## config.mk

```make
export PLATFORM = sky130hd
export DESIGN_NAME = sensor_command_frame_handler_flat
export DESIGN_NICKNAME = d
export VERILOG_FILES = /design/src/sv/scfh_pkg.sv /design/src/sv/scfh_if.sv /design/src/sv/sensor_command_frame_handler.sv /design/src/sv/scfh_parser.sv /design/src/sv/scfh_tx.sv /design/src/flat_wrapper.sv
export SDC_FILE = /design/constraint.sdc
export NUM_CORES = 1
export LEC_CHECK = 0
export BUFFER_PORTS_ARGS = -buffer_cell sky130_fd_sc_hd__clkbuf_2
export CAP_MARGIN = 10
export CORE_MARGIN = 2
export CORE_UTILIZATION = 35
export DETAILED_ROUTE_END_ITERATION = 7
export PLACE_DENSITY = 0.63
export SLEW_MARGIN = 20
export SYNTH_ARGS = -nofsm -noshare
export SYNTH_HDL_FRONTEND = slang
export SYNTH_HIERARCHICAL = 1
export SYNTH_SLANG_ARGS = --single-unit
```

## constraint.sdc

```tcl
create_clock -name clock -period 8.8 [get_ports clock]
set_input_delay 0.88 -clock clock [delete_from_list [all_inputs] [get_ports clock]]
set_output_delay 0.88 -clock clock [all_outputs]
set_load 0.005 [all_outputs]
```

## src/sv/scfh_pkg.sv

```systemverilog
// ----------------------------------------------------------------------------
// scfh_pkg: shared types, constants and helpers for the command frame handler
// Frame layout, command codes, the frame check byte and the small structs
// that pass between the parser and the transmit queue.
// ----------------------------------------------------------------------------
package scfh_pkg;

   // Frame geometry and field widths
   localparam int FRAME_LEN         = 9;
   localparam int BYTE_W            = 8;
   localparam int WORD_W            = 16;
   localparam int SERIAL_W          = 40;
   localparam int CNT_W             = 4;
   localparam int FRAME_QUEUE_DEPTH = 2;

   // Request kinds
   localparam logic REQ_RX_BYTE = 1'b0;
   localparam logic REQ_TICK    = 1'b1;

   // Header and upload frame bytes
   localparam logic [7:0] SYNC_BYTE   = 8'hFF;
   localparam logic [7:0] ADDR_BYTE   = 8'h01;
   localparam logic [7:0] MODE_UPLOAD = 8'h40;
   localparam logic [7:0] UPLOAD_CODE = 8'h17;
   localparam logic [7:0] UPLOAD_B2   = 8'h04;
   localparam logic [7:0] UPLOAD_B6   = 8'h13;
   localparam logic [7:0] UPLOAD_B7   = 8'h88;

   // Command codes
   localparam logic [7:0] CMD_SET_SERIAL  = 8'h31;
   localparam logic [7:0] CMD_GET_SERIAL  = 8'h32;
   localparam logic [7:0] CMD_GET_CAL_PPB = 8'h34;
   localparam logic [7:0] CMD_GET_CAL_RAW = 8'h35;
   localparam logic [7:0] CMD_ECHO_A      = 8'h36;
   localparam logic [7:0] CMD_ECHO_B      = 8'h37;
   localparam logic [7:0] CMD_SET_ZERO    = 8'h38;
   localparam logic [7:0] CMD_SET_SPAN    = 8'h39;
   localparam logic [7:0] CMD_SET_MODE_A  = 8'h78;
   localparam logic [7:0] CMD_SET_MODE_B  = 8'h3A;
   localparam logic [7:0] CMD_READ_ALL    = 8'h86;
   localparam logic [7:0] CMD_READ_RAW    = 8'h87;

   // One whole frame, byte 0 first
   typedef logic [FRAME_LEN-1:0][BYTE_W-1:0] frame_type;

   // Parser to queue: a finished frame to send
   typedef struct packed {
      logic      valid;
      frame_type data;
   } frame_emit_type;

   // Queue to parser: back pressure
   typedef struct packed {
      logic full;
   } queue_status_type;

   // True for the codes the handler executes
   function automatic logic is_valid_code(input logic [7:0] b);
      logic ok;
      case (b)
         CMD_SET_SERIAL, CMD_GET_SERIAL, CMD_GET_CAL_PPB, CMD_GET_CAL_RAW,
         CMD_ECHO_A, CMD_ECHO_B, CMD_SET_ZERO, CMD_SET_SPAN,
         CMD_SET_MODE_A, CMD_SET_MODE_B, CMD_READ_ALL, CMD_READ_RAW: ok = 1'b1;
         default: ok = 1'b0;
      endcase
      return ok;
   endfunction

   // Two's complement of the 8-bit sum of bytes 1..7
   function automatic logic [7:0] frame_check(input frame_type f);
      logic [7:0] s;
      s = '0;
      for (int i = 1; i <= 7; i++) begin
         s = s + f[i];
      end
      return 8'(8'h00 - s);
   endfunction

endpackage

```

## src/sv/scfh_if.sv

```systemverilog
// ----------------------------------------------------------------------------
// scfh_if: valid/ready channels of the command frame handler
// Request channel (received byte or upload tick) and response channel
// (one transmitted byte per beat).
// ----------------------------------------------------------------------------
interface scfh_req_if;
   import scfh_pkg::*;

   logic              valid;
   logic              ready;
   logic              req_type;
   logic [BYTE_W-1:0] rx_byte;
   logic [WORD_W-1:0] adc_sample;
   logic [WORD_W-1:0] ppb_value;

   modport source (output valid, req_type, rx_byte, adc_sample, ppb_value,
                   input ready);
   modport sink   (input valid, req_type, rx_byte, adc_sample, ppb_value,
                   output ready);
endinterface

interface scfh_rsp_if;
   import scfh_pkg::*;

   logic              valid;
   logic              ready;
   logic [BYTE_W-1:0] tx_byte;
   logic              frame_last;

   modport source (output valid, tx_byte, frame_last, input ready);
   modport sink   (input valid, tx_byte, frame_last, output ready);
endinterface

```

## src/sv/sensor_command_frame_handler.sv

```systemverilog
// ----------------------------------------------------------------------------
// sensor_command_frame_handler: 9-byte command frame handler for a gas sensor
// Parses FF 01 command frames from received bytes, executes them, and sends
// 9-byte replies or the periodic upload frame.
// ----------------------------------------------------------------------------
// One request (a received byte or an upload tick) is taken per clock. Each
// request passes through an input register and one pass of parse/execute
// logic, whose frame (if any) lands in a frame queue of QUEUE_DEPTH entries.
// Each queued frame leaves as nine response beats, one per cycle while the
// receiver is ready, frame_last on the ninth. Requests flow one per cycle
// while the queue has room; when frames come faster than the response side
// drains them, the drain rate sets the request rate. An accepted byte passes
// the input register, a queue entry and the output frame register in turn.
module sensor_command_frame_handler #(
   parameter int QUEUE_DEPTH = scfh_pkg::FRAME_QUEUE_DEPTH
) (
   input  logic        clock,
   input  logic        reset,
   scfh_req_if.sink    req_bus,
   scfh_rsp_if.source  rsp_bus
);
   import scfh_pkg::*;

   frame_emit_type   emit;
   queue_status_type queue_status;

   // Frame parser and command execution
   scfh_parser u_parser (
      .clock        (clock),
      .reset        (reset),
      .req_bus      (req_bus),
      .queue_status (queue_status),
      .emit         (emit)
   );

   // Frame queue and byte serializer
   scfh_tx #(
      .QUEUE_DEPTH (QUEUE_DEPTH)
   ) u_tx (
      .clock        (clock),
      .reset        (reset),
      .emit         (emit),
      .queue_status (queue_status),
      .rsp_bus      (rsp_bus)
   );

endmodule

```

## src/sv/scfh_parser.sv

```systemverilog
// ----------------------------------------------------------------------------
// scfh_parser: frame assembly and command execution
// Input register, then one pass of logic that assembles the 9-byte command
// frame, checks it, runs the command and builds the reply or upload frame.
// ----------------------------------------------------------------------------
module scfh_parser (
   input  logic                      clock,
   input  logic                      reset,
   scfh_req_if.sink                  req_bus,
   input  scfh_pkg::queue_status_type queue_status,
   output scfh_pkg::frame_emit_type   emit
);
   import scfh_pkg::*;

   // Input register
   logic              stage_valid_ff, stage_valid_in;
   logic              stage_type_ff;
   logic [BYTE_W-1:0] stage_byte_ff;
   logic [WORD_W-1:0] stage_adc_ff;
   logic [WORD_W-1:0] stage_ppb_ff;

   // Assembly and device state
   logic [CNT_W-1:0]    rx_count_ff, rx_count_in;
   frame_type           frame_ff, frame_in;
   logic [BYTE_W-1:0]   last1_ff, last1_in;
   logic [BYTE_W-1:0]   last2_ff, last2_in;
   logic [WORD_W-1:0]   zero_ppb_ff, zero_ppb_in;
   logic [WORD_W-1:0]   span_ppb_ff, span_ppb_in;
   logic [WORD_W-1:0]   zero_sample_ff, zero_sample_in;
   logic [WORD_W-1:0]   span_sample_ff, span_sample_in;
   logic [BYTE_W-1:0]   mode_ff, mode_in;
   logic [SERIAL_W-1:0] serial_ff, serial_in;

   logic      fire;
   logic      accept;
   logic      emit_valid;
   frame_type full_frame;
   frame_type reply;
   logic [BYTE_W-1:0] code;

   localparam logic [CNT_W-1:0] LAST_POS = CNT_W'(FRAME_LEN - 1);

   // Stage advances whenever the queue has room for a frame
   assign fire          = stage_valid_ff && !queue_status.full;
   assign req_bus.ready = !stage_valid_ff || !queue_status.full;
   assign accept        = req_bus.valid && req_bus.ready;
   assign stage_valid_in = req_bus.ready ? req_bus.valid : stage_valid_ff;

   always_ff @(posedge clock) begin
      if (reset) begin
         stage_valid_ff <= 1'b0;
      end else begin
         stage_valid_ff <= stage_valid_in;
      end
   end

   always_ff @(posedge clock) begin
      if (accept) begin
         stage_type_ff <= req_bus.req_type;
         stage_byte_ff <= req_bus.rx_byte;
         stage_adc_ff  <= req_bus.adc_sample;
         stage_ppb_ff  <= req_bus.ppb_value;
      end
   end

   // Completed frame as it stands with the new byte in the check position
   always_comb begin
      full_frame    = frame_ff;
      full_frame[8] = stage_byte_ff;
   end

   assign code = frame_ff[2];

   // Assembly, execution and reply build
   always_comb begin
      rx_count_in    = rx_count_ff;
      frame_in       = frame_ff;
      last1_in       = last1_ff;
      last2_in       = last2_ff;
      zero_ppb_in    = zero_ppb_ff;
      span_ppb_in    = span_ppb_ff;
      zero_sample_in = zero_sample_ff;
      span_sample_in = span_sample_ff;
      mode_in        = mode_ff;
      serial_in      = serial_ff;
      emit_valid     = 1'b0;
      reply          = '0;

      if (fire) begin
         if (stage_type_ff == REQ_TICK) begin
            // periodic upload frame
            if (mode_ff == MODE_UPLOAD) begin
               emit_valid = 1'b1;
               reply[0]   = SYNC_BYTE;
               reply[1]   = UPLOAD_CODE;
               reply[2]   = UPLOAD_B2;
               reply[3]   = 8'h00;
               reply[4]   = stage_ppb_ff[15:8];
               reply[5]   = stage_ppb_ff[7:0];
               reply[6]   = UPLOAD_B6;
               reply[7]   = UPLOAD_B7;
            end
         end else begin
            // last two bytes held, for the header-seen-again test
            last2_in = last1_ff;
            last1_in = stage_byte_ff;
            case (rx_count_ff)
               4'd0: begin
                  if (stage_byte_ff == SYNC_BYTE) begin
                     frame_in[0] = SYNC_BYTE;
                     rx_count_in = 4'd1;
                  end
               end
               4'd1: begin
                  if (stage_byte_ff == ADDR_BYTE) begin
                     frame_in[1] = ADDR_BYTE;
                     rx_count_in = 4'd2;
                  end else begin
                     rx_count_in = 4'd0;
                  end
               end
               4'd2: begin
                  if (is_valid_code(stage_byte_ff)) begin
                     frame_in[2] = stage_byte_ff;
                     rx_count_in = 4'd3;
                  end else begin
                     rx_count_in = 4'd0;
                  end
               end
               default: begin
                  if (last2_ff == SYNC_BYTE && last1_ff == ADDR_BYTE &&
                      is_valid_code(stage_byte_ff)) begin
                     // header seen again: restart with this code
                     frame_in[2] = stage_byte_ff;
                     rx_count_in = 4'd3;
                  end else if (rx_count_ff != LAST_POS) begin
                     frame_in[rx_count_ff] = stage_byte_ff;
                     rx_count_in = rx_count_ff + 4'd1;
                  end else if (frame_check(full_frame) == stage_byte_ff) begin
                     // good frame: execute and reply
                     frame_in[8] = stage_byte_ff;
                     rx_count_in = 4'd0;
                     emit_valid  = 1'b1;
                     reply[0]    = SYNC_BYTE;
                     reply[1]    = code;
                     reply[2]    = code;
                     reply[7:3]  = frame_ff[7:3];
                     case (code)
                        CMD_SET_SERIAL: begin
                           serial_in  = {frame_ff[3], frame_ff[4], frame_ff[5],
                                         frame_ff[6], frame_ff[7]};
                           reply[2]   = frame_ff[3];
                           reply[3]   = frame_ff[4];
                           reply[4]   = frame_ff[5];
                           reply[5]   = frame_ff[6];
                           reply[6]   = frame_ff[7];
                           reply[7]   = 8'h00;
                        end
                        CMD_GET_SERIAL: begin
                           reply[2] = serial_ff[39:32];
                           reply[3] = serial_ff[31:24];
                           reply[4] = serial_ff[23:16];
                           reply[5] = serial_ff[15:8];
                           reply[6] = serial_ff[7:0];
                           reply[7] = 8'h00;
                        end
                        CMD_GET_CAL_PPB: begin
                           reply[2] = zero_ppb_ff[15:8];
                           reply[3] = zero_ppb_ff[7:0];
                           reply[4] = span_ppb_ff[15:8];
                           reply[5] = span_ppb_ff[7:0];
                           reply[6] = 8'h00;
                           reply[7] = 8'h00;
                        end
                        CMD_GET_CAL_RAW: begin
                           reply[2] = zero_sample_ff[15:8];
                           reply[3] = zero_sample_ff[7:0];
                           reply[4] = span_sample_ff[15:8];
                           reply[5] = span_sample_ff[7:0];
                           reply[6] = 8'h00;
                           reply[7] = 8'h00;
                        end
                        CMD_SET_ZERO: begin
                           zero_ppb_in    = {frame_ff[3], frame_ff[4]};
                           zero_sample_in = {frame_ff[5], frame_ff[6]};
                           reply[2]       = frame_ff[3];
                           reply[3]       = frame_ff[4];
                           reply[4]       = frame_ff[5];
                           reply[5]       = frame_ff[6];
                           reply[6]       = 8'h00;
                           reply[7]       = 8'h00;
                        end
                        CMD_SET_SPAN: begin
                           span_ppb_in    = {frame_ff[3], frame_ff[4]};
                           span_sample_in = {frame_ff[5], frame_ff[6]};
                           reply[2]       = frame_ff[3];
                           reply[3]       = frame_ff[4];
                           reply[4]       = frame_ff[5];
                           reply[5]       = frame_ff[6];
                           reply[6]       = 8'h00;
                           reply[7]       = 8'h00;
                        end
                        CMD_SET_MODE_A, CMD_SET_MODE_B: begin
                           mode_in    = frame_ff[3];
                           reply[2]   = frame_ff[3];
                           reply[7:3] = '0;
                        end
                        CMD_READ_ALL: begin
                           reply[2] = stage_adc_ff[15:8];
                           reply[3] = stage_adc_ff[7:0];
                           reply[4] = 8'h00;
                           reply[5] = 8'h00;
                           reply[6] = stage_ppb_ff[15:8];
                           reply[7] = stage_ppb_ff[7:0];
                        end
                        CMD_READ_RAW: begin
                           reply[2]   = stage_adc_ff[15:8];
                           reply[3]   = stage_adc_ff[7:0];
                           reply[7:4] = '0;
                        end
                        default: begin
                           // echo codes keep the received bytes
                        end
                     endcase
                  end else if (stage_byte_ff == SYNC_BYTE) begin
                     // bad check, tail holds a sync byte
                     frame_in[0] = SYNC_BYTE;
                     rx_count_in = 4'd1;
                  end else if (last1_ff == SYNC_BYTE &&
                               stage_byte_ff == ADDR_BYTE) begin
                     // bad check, tail holds a full header
                     frame_in[0] = SYNC_BYTE;
                     frame_in[1] = ADDR_BYTE;
                     rx_count_in = 4'd2;
                  end else begin
                     rx_count_in = 4'd0;
                  end
               end
            endcase
         end
      end
      reply[8] = frame_check(reply);
   end

   assign emit.valid = emit_valid;
   assign emit.data  = reply;

   // State registers
   always_ff @(posedge clock) begin
      if (reset) begin
         rx_count_ff    <= '0;
         frame_ff       <= '0;
         last1_ff       <= '0;
         last2_ff       <= '0;
         zero_ppb_ff    <= '0;
         span_ppb_ff    <= '0;
         zero_sample_ff <= '0;
         span_sample_ff <= '0;
         mode_ff        <= '0;
         serial_ff      <= '0;
      end else begin
         rx_count_ff    <= rx_count_in;
         frame_ff       <= frame_in;
         last1_ff       <= last1_in;
         last2_ff       <= last2_in;
         zero_ppb_ff    <= zero_ppb_in;
         span_ppb_ff    <= span_ppb_in;
         zero_sample_ff <= zero_sample_in;
         span_sample_ff <= span_sample_in;
         mode_ff        <= mode_in;
         serial_ff      <= serial_in;
      end
   end

   // Assertions
   a_count_range: assert property (@(posedge clock) disable iff (reset)
      rx_count_ff <= LAST_POS)
      else $error("frame byte count out of range");

   a_emit_on_fire: assert property (@(posedge clock) disable iff (reset)
      emit.valid |-> (stage_valid_ff && !queue_status.full))
      else $error("frame emitted without a stage advance");

   a_header_held: assert property (@(posedge clock) disable iff (reset)
      (rx_count_ff >= 4'd2) |-> (frame_ff[1] == ADDR_BYTE))
      else $error("assembly past header without address byte held");

endmodule

```

## src/sv/scfh_tx.sv

```systemverilog
// ----------------------------------------------------------------------------
// scfh_tx: frame queue and byte serializer
// Holds finished frames in a small queue and sends each one as nine beats,
// flagging the last byte. A frame already queued follows with no gap.
// ----------------------------------------------------------------------------
module scfh_tx #(
   parameter int QUEUE_DEPTH = scfh_pkg::FRAME_QUEUE_DEPTH
) (
   input  logic                       clock,
   input  logic                       reset,
   input  scfh_pkg::frame_emit_type    emit,
   output scfh_pkg::queue_status_type  queue_status,
   scfh_rsp_if.source                 rsp_bus
);
   import scfh_pkg::*;

   localparam int PTR_W  = $clog2(QUEUE_DEPTH);
   localparam int QCNT_W = $clog2(QUEUE_DEPTH + 1);
   localparam logic [PTR_W-1:0]  PTR_LAST = PTR_W'(QUEUE_DEPTH - 1);
   localparam logic [QCNT_W-1:0] QCNT_MAX = QCNT_W'(QUEUE_DEPTH);
   localparam logic [CNT_W-1:0]  LAST_IDX = CNT_W'(FRAME_LEN - 1);

   frame_type          queue_ff [QUEUE_DEPTH];
   logic [PTR_W-1:0]   wr_ptr_ff, wr_ptr_in;
   logic [PTR_W-1:0]   rd_ptr_ff, rd_ptr_in;
   logic [QCNT_W-1:0]  count_ff, count_in;
   frame_type          out_frame_ff;
   logic [CNT_W-1:0]   idx_ff, idx_in;
   logic               busy_ff, busy_in;

   logic push, pop, take, last_take;

   // Handshake bookkeeping
   assign push      = emit.valid;
   assign take      = busy_ff && rsp_bus.ready;
   assign last_take = take && (idx_ff == LAST_IDX);
   assign pop       = (count_ff != '0) && (!busy_ff || last_take);

   assign queue_status.full = (count_ff == QCNT_MAX);

   // Pointer, count and serializer next state
   always_comb begin
      wr_ptr_in = wr_ptr_ff;
      rd_ptr_in = rd_ptr_ff;
      idx_in    = idx_ff;
      busy_in   = busy_ff;
      if (push) begin
         wr_ptr_in = (wr_ptr_ff == PTR_LAST) ? '0 : wr_ptr_ff + PTR_W'(1);
      end
      if (pop) begin
         rd_ptr_in = (rd_ptr_ff == PTR_LAST) ? '0 : rd_ptr_ff + PTR_W'(1);
         idx_in    = '0;
         busy_in   = 1'b1;
      end else if (take) begin
         idx_in = idx_ff + CNT_W'(1);
         if (last_take) begin
            busy_in = 1'b0;
         end
      end
      count_in = count_ff + QCNT_W'(push) - QCNT_W'(pop);
   end

   always_ff @(posedge clock) begin
      if (reset) begin
         wr_ptr_ff <= '0;
         rd_ptr_ff <= '0;
         count_ff  <= '0;
         idx_ff    <= '0;
         busy_ff   <= 1'b0;
      end else begin
         wr_ptr_ff <= wr_ptr_in;
         rd_ptr_ff <= rd_ptr_in;
         count_ff  <= count_in;
         idx_ff    <= idx_in;
         busy_ff   <= busy_in;
      end
   end

   // Frame storage
   always_ff @(posedge clock) begin
      if (push) begin
         queue_ff[wr_ptr_ff] <= emit.data;
      end
      if (pop) begin
         out_frame_ff <= queue_ff[rd_ptr_ff];
      end
   end

   // Output beat
   assign rsp_bus.valid      = busy_ff;
   assign rsp_bus.tx_byte    = out_frame_ff[idx_ff];
   assign rsp_bus.frame_last = (idx_ff == LAST_IDX);

   // Assertions
   a_count_range: assert property (@(posedge clock) disable iff (reset)
      count_ff <= QCNT_MAX)
      else $error("frame queue count out of range");

   a_no_overflow: assert property (@(posedge clock) disable iff (reset)
      emit.valid |-> !queue_status.full)
      else $error("frame pushed into full queue");

   a_idle_when_empty: assert property (@(posedge clock) disable iff (reset)
      $fell(busy_ff) |-> ($past(count_ff) == '0))
      else $error("serializer went idle with frames queued");

endmodule

```

## src/flat_wrapper.sv

```systemverilog
// flat-port wrapper written by rule: the top's interface ports become plain ports
module sensor_command_frame_handler_flat import scfh_pkg::*;
#(
   parameter int QUEUE_DEPTH = scfh_pkg::FRAME_QUEUE_DEPTH
)
  (clock, reset, req_bus_valid, req_bus_req_type, req_bus_rx_byte, req_bus_adc_sample, req_bus_ppb_value, req_bus_ready, rsp_bus_valid, rsp_bus_tx_byte, rsp_bus_frame_last, rsp_bus_ready);
  scfh_req_if req_bus_i ();
  scfh_rsp_if rsp_bus_i ();
  input  logic clock;
  input  logic reset;
  input wire logic [$bits(req_bus_i.valid)-1:0] req_bus_valid;
  input wire logic [$bits(req_bus_i.req_type)-1:0] req_bus_req_type;
  input wire logic [$bits(req_bus_i.rx_byte)-1:0] req_bus_rx_byte;
  input wire logic [$bits(req_bus_i.adc_sample)-1:0] req_bus_adc_sample;
  input wire logic [$bits(req_bus_i.ppb_value)-1:0] req_bus_ppb_value;
  output wire logic [$bits(req_bus_i.ready)-1:0] req_bus_ready;
  output wire logic [$bits(rsp_bus_i.valid)-1:0] rsp_bus_valid;
  output wire logic [$bits(rsp_bus_i.tx_byte)-1:0] rsp_bus_tx_byte;
  output wire logic [$bits(rsp_bus_i.frame_last)-1:0] rsp_bus_frame_last;
  input wire logic [$bits(rsp_bus_i.ready)-1:0] rsp_bus_ready;
  assign req_bus_i.valid = req_bus_valid;
  assign req_bus_i.req_type = req_bus_req_type;
  assign req_bus_i.rx_byte = req_bus_rx_byte;
  assign req_bus_i.adc_sample = req_bus_adc_sample;
  assign req_bus_i.ppb_value = req_bus_ppb_value;
  assign req_bus_ready = req_bus_i.ready;
  assign rsp_bus_valid = rsp_bus_i.valid;
  assign rsp_bus_tx_byte = rsp_bus_i.tx_byte;
  assign rsp_bus_frame_last = rsp_bus_i.frame_last;
  assign rsp_bus_i.ready = rsp_bus_ready;
  sensor_command_frame_handler #(.QUEUE_DEPTH(QUEUE_DEPTH)) u_core (.clock(clock), .reset(reset), .req_bus(req_bus_i), .rsp_bus(rsp_bus_i));
endmodule
```

# Word level (Yosys, flattened, before mapping)
# Memories as Yosys holds them, arrays and structs flattened. A register that Yosys moved wholly into a read port is not among the register bits.
# Index checks and enable logic that the tools add are counted.
[totals]
regBits = 255
mem_bits_rw = 144
input_bits = 45
output_inout_bits = 11
word_cells = 202
memories = 1
[memory_table]
columns = ["name", "depth", "word_bits", "read_ports", "rd_clocked_by_memory_dff", "wr", "line_no", "text"]
rows = [
  ["u_core.u_tx.queue_ff", 2, 72, 1, 1, 1, "scfh_tx.sv:23", "frame_type queue_ff [QUEUE_DEPTH];"],
]
[op_classes]
addsub = 20
n_lt_le_gt_ge = 3
eq_ne = 42
muxes = 59
bitwise_logic = 7
n_reduce_logical = 42
[op_table]
columns = ["cell", "count"]
rows = [
  ["64-bit two-way mux", 7],
  ["48-bit one-hot mux with 8 select lines", 1],
  ["8-bit by 6-bit == test with 1-bit output (second input constant)", 16],
  ["8-bit adder", 12],
  ["8-bit two-way mux", 11],
  ["72-bit bitwise mux", 1],
  ["16-bit two-way mux", 4],
  ["8-bit == test (second input constant)", 7],
  ["8-bit one-hot mux with 2 select lines", 3],
  ["7-bit AND reduction", 5],
  ["8-bit binary-select mux with 4-bit select", 1],
  ["8-bit demux with 4-bit select", 1],
  ["8-bit by 7-bit == test with 1-bit output (second input constant)", 3],
  ["1-bit two-way mux", 21],
  ["8-bit by 1-bit == test with 1-bit output (second input constant)", 2],
  ["1-bit by 8-bit subtractor with 8-bit output (first input constant)", 2],
  ["5-bit AND reduction", 3],
  ["4-bit two-way mux", 3],
  ["4-bit one-hot mux with 3 select lines", 1],
  ["12-bit OR reduction", 1],
  ["2-bit OR reduction", 6],
  ["4-bit by 5-bit < comparator with 1-bit output (second input constant)", 2],
  ["2-bit two-way mux", 5],
  ["1-bit logical AND", 9],
  ["26 further kinds", 46],
]

# Depth between registers and ports, before layout
[depth]
ltp_word = 21
ltp_mapped = 33
depth_no_buf = 32

# Hierarchy
# Netlist, hierarchy kept.
[modules_own_cells]
columns = ["mod", "instances", "cells_per_inst", "area_each_um2", "seq_area_each_um2"]
rows = [
  ["scfh_parser", 1, 1420, 12853.6, 5014.8],
  ["scfh_tx", 1, 411, 8463.1, 6666.4],
]

# Worst setup path before layout
# Ideal clock, no wire load.
[synth_path]
path_kind = "flip-flop to flip-flop"
from = "register u_core/u_parser/frame_ff[42] (netlist bit)"
to = "memory u_core/u_tx/queue_ff[0][0] (netlist bit), enable pin"
setup_ps = 511
t_arrival_ps = 8409
required_ps = 8289
setup_slack_ps = -121
path_stages_with_launch = 19
path_buffers = 2
synth_period_minus_slack_ps = 8921
path_cell_list = "dfxtp_1 fa_1 fa_1 fa_1 inv_1 fa_1 ha_1 inv_1 fa_1 nand2b_1 a21oi_1 xnor2_1 or4_1 a2111oi_4 o22ai_1 inv_1 buf_4 buf_4 nor2b_1"
[synth_via]
elab_chain_cells = 13
[synth_lines]
columns = ["element", "line_no", "text"]
rows = [
  ["start: declaration", "scfh_parser.sv:24", "frame_type frame_ff, frame_in;"],
  ["start signal: assignment", "scfh_parser.sv:263", "frame_ff <= frame_in;"],
  ["8-bit adder (3 in a row)", "scfh_pkg.sv:74", "s = s + f[i];"],
  ["1-bit by 8-bit subtractor with 8-bit output", "scfh_pkg.sv:76", "return 8'(8'h00 - s);"],
  ["8-bit == test", "scfh_parser.sv:139", "end else if (frame_check(full_frame) == stage_byte_ff) begin"],
  ["1-bit two-way mux", "scfh_parser.sv:139", ""],
  ["1-bit two-way mux", "scfh_parser.sv:136", "end else if (rx_count_ff != LAST_POS) begin"],
  ["1-bit two-way mux", "scfh_parser.sv:131", "if (last2_ff == SYNC_BYTE && last1_ff == ADDR_BYTE &&"],
  ["1-bit two-way mux", "scfh_parser.sv:107", "case (rx_count_ff)"],
  ["1-bit two-way mux", "scfh_parser.sv:90", "if (stage_type_ff == REQ_TICK) begin"],
  ["1-bit two-way mux", "scfh_parser.sv:89", "if (fire) begin"],
  ["via u_core.u_parser.emit_valid", "scfh_parser.sv:36", "logic emit_valid;"],
  ["1-bit two-way mux", "scfh_tx.sv:81", "if (push) begin"],
  ["1-bit two-way mux (not written as such)", "scfh_tx.sv:82", "queue_ff[wr_ptr_ff] <= emit.data;"],
  ["end: declaration", "scfh_tx.sv:23", ""],
]
# The timed path passes the listed nets, and every way through them passes these cells.

==> results.yml <==
setup_path:
  worst-endpoint-required_ns: 9.13
  start_kind: "flop"
  crit_start: "u_core/u_parser/frame_ff[50]$_SDFFE_PP0P_"
  endpoint: "u_core/u_tx/queue_ff[1][71]$_DFFE_PP_"
  r2r_end: "u_core/u_tx/queue_ff[1][71]$_DFFE_PP_"
  path_class: "flop to flop"
  crit_path_max_incr_delay_ns: 0.57
  end_kind: "flop"
  cp_common_cell: "fa_1"
  r2r_cells: 29
  r2r_start: "u_core/u_parser/frame_ff[50]$_SDFFE_PP0P_"
  reg2reg_slack_ns: 0.14
  critical_path.slowest_cell: "fa_2"
  path_max_fanout: 2
  cp.arrival_ns: 9.00
die:
  fp.coreArea_mm2: 0.0602
  die_y_um: 251
  initial_core_util: 0.354
  rows: 90
  fp.dieW_um: 251
  ios: 56
  dieArea_mm2: 0.0629
synth:
  synthFlopType: "edfxtp_1"
  synth.avg_cell_area_um2: 11.6
  synth_area_mm2: 0.0213
  synth.area.top_cells: "edfxtp_1 36%, dfxtp_1 19%, fa_1 6.0%, mux2i_1 5.1%, mux2_2 4.8%"
  syn_nets: 1978
  synth.top_cell.area_share: 0.362
  synthCells: 1831
  ys_types: 73
  synth_seq_cells: 455
  synth_edf_count: 257
  yosys_warnings: 6
  synth_top_cell_by_area: "edfxtp_1"
  async_flop_share: 0
  ys_seq_area_frac: 0.548
clock_network:
  htree_num_levels: 2
  cts_tree: "yes"
  numCtsBuffers: 50
  cts_max_path_buffers: 3
  cts.sinks: 455
  cts-hold-fix-buffers: 0
  clk_latency_ns: 0.60
  cts_root_buf: "clkbuf_16"
  clk_pin_slew_ns: 0.06
global_routing:
  grt_pass1_wl_mm: 85.0
  antenna_found_initial: 1
  track_usage: 0.176
  grt_max_degree: 121
  grt_pass1_vias: 14366
  overflow: 0
layout:
  layout_common_cells: "257 x edfxtp_1, 240 x nand2_1, 195 x dfxtp_1"
  finish.instance_area_mm2: 0.0245
  stdcell_count: 2735
  final_util: 0.407
  area_growth_pct: 14.9
  final_common_cell: "edfxtp_1"
  drive_gt1_frac: 0.185
  final_nets: 2058
routing:
  post-route-drc-count: 9
  dr.pass1.iters: 8
  routed_wl_mm: 55.5
  drtIter0Drc: 1476
  vias_per_cell: 5.25
  drtAntennaViolNets: 0
  wl_per_cell_um: 20.3
  vias: 14364
job:
  cap_violations: 0
placed_design:
  dpl_cell_area_mm2: 0.0227
  dp.cells: 2638
  hpwlAfterDp_mm: 37.3
  place_congestion: 0.890
  io_buffer_count: 55
worst_hold_path:
  hp-class: "flop to flop"
power:
  fin_total_pwr_mw: 5.32
  power_density_mw_per_mm2: 217
  ir_drop_mv: 0.144
  p_leak_nw: 9.03
sta:
  timing.fmax_mhz: 115
  fin_crit_sh: 0.984
  worst_pin_slew_ns: 1.16
  rsz0062_at_grt: "true"
  slew_violations: 0
  fin_crit_ns: 8.66
  hold_viol_final: 0
  finalSetupViolCount: 0
  worst_slew_margin_rel: 0.227
  fin_skew_ns: 0.0306
outcome:
  violations: "DRC"
  status: "finished, violations left"
[worst max-delay path: cells and delay by family (launching register included)]
kind | cells | cell delay [ns]
xor gates and xnor gates | 4 | 0.56
and+or+nand+nor | 4 | 1.12
buffers and inverters | 5 | 0.38
AOI/OAI and AO/OA | 5 | 1.07
DFF | 1 | 0.33
adders and majority gates | 11 | 4.93
[how the worst min path moves through the flow]
stage	from	endpoint	slack [ns]	depth (start not counted)
after global routing	req_bus_adc_sample[11]	u_core/u_parser/stage_adc_ff[11]$_DFFE_PP_	0.43	1
after detailed placement	u_core/u_parser/frame_ff[13]$_SDFFE_PP0P_	u_core/u_parser/frame_ff[13]$_SDFFE_PP0P_	0.44	2
after global placement	u_core/u_parser/last2_ff[6]$_SDFFE_PP0P_	u_core/u_parser/last2_ff[6]$_SDFFE_PP0P_	0.44	2
after floorplan	u_core/u_parser/frame_ff[11]$_SDFFE_PP0P_	u_core/u_parser/frame_ff[11]$_SDFFE_PP0P_	0.43	2
final	u_core/u_parser/serial_ff[19]$_SDFFE_PP0P_	u_core/u_parser/serial_ff[19]$_SDFFE_PP0P_	0.45	2
after CTS	req_bus_adc_sample[1]	u_core/u_parser/stage_adc_ff[1]$_DFFE_PP_	0.43	1
[cell type report]
cell class	count	area, um^2
multi-input combinational	1135	8700
inverter	123	462
clock inverter	30	382
clock buffer	62	1300
fill	5611	35700
tap	782	978
timing repair buffer	146	990
antenna	2	5.00
sequential	455	11700
[routing by layer]
metal,routed length (um),track usage,share of wire,up-vias
li1,-,-,-,6580
met1,24000,0.236,0.43,7119
met2,25500,0.277,0.46,552
met3,3990,0.0359,0.072,113
met4,1980,0.0753,0.036,0
met5,0,0,0,-
[power by group]
group          internal (mW)  switching, mW
logic                  0.250          0.321
registers               2.50          0.104
clock network           1.29          0.860
total                   4.04           1.29
[repair_timing]
| action | in CTS | in global routing |
|---|---|---|
| pin swaps | 1 | 13 |
| resized for setup | 1 | 18 |
| endpoints found under the setup margin | 2 | 4 |
| buffers inserted | 0 | 3 |
[stage by stage]
step | TNS [ns] | hold slack [ns] | setup slack, ns
5_1_grt | -0.219 | 0.434 | -0.111
3_5_place_dp | -0.247 | 0.444 | -0.124
2_1_floorplan | 0 | 0.430 | 0.0718
4_1_cts | 0 | 0.431 | 0.0477
3_3_place_gp | 0 | 0.437 | 0.0386
6_report | 0 | 0.450 | 0.138
[cells in the mapped netlist, types with 12 or more instances]
cell type / instances
a21oi_1: 96
nor2b_1: 12
o21ai_0: 19
nand2_1: 241
mux2i_1: 109
a221oi_1: 21
nand3_1: 25
mux2_2: 90
inv_1: 123
nor3_1: 16
clkbuf_1: 72
edfxtp_1: 257
dfxtp_1: 198
ha_1: 38
buf_4: 15
fa_1: 64
xnor2_1: 31
nor2_1: 174
a22o_1: 19
buf_2: 17
[kinds of logic after synthesis]
| group | synth area share |
|---|---|
| AND/OR/NAND/NOR | 0.116 |
| flip-flops | 0.548 |
| AO/OA/AOI/OAI | 0.0775 |
| buffers and inverters | 0.0491 |
| multiplexers | 0.108 |
| adder cells (fa/ha/maj) | 0.0824 |
| XOR/XNOR | 0.0188 |
[registers in the layout (all words and copies together), names as in the netlist, 8 cells and up]
name	flops
u_core/u_tx/queue_ff	144
u_core/u_tx/out_frame_ff	72
u_core/u_parser/frame_ff	48
u_core/u_parser/serial_ff	40
u_core/u_parser/span_ppb_ff	16
u_core/u_parser/span_sample_ff	16
u_core/u_parser/stage_adc_ff	16
u_core/u_parser/stage_ppb_ff	16
u_core/u_parser/zero_ppb_ff	16
u_core/u_parser/zero_sample_ff	16
u_core/u_parser/code	8
u_core/u_parser/last1_ff	8
u_core/u_parser/last2_ff	8
u_core/u_parser/mode_ff	8
u_core/u_parser/stage_byte_ff	8
Note: power is estimated with default switching activity, not from simulation.
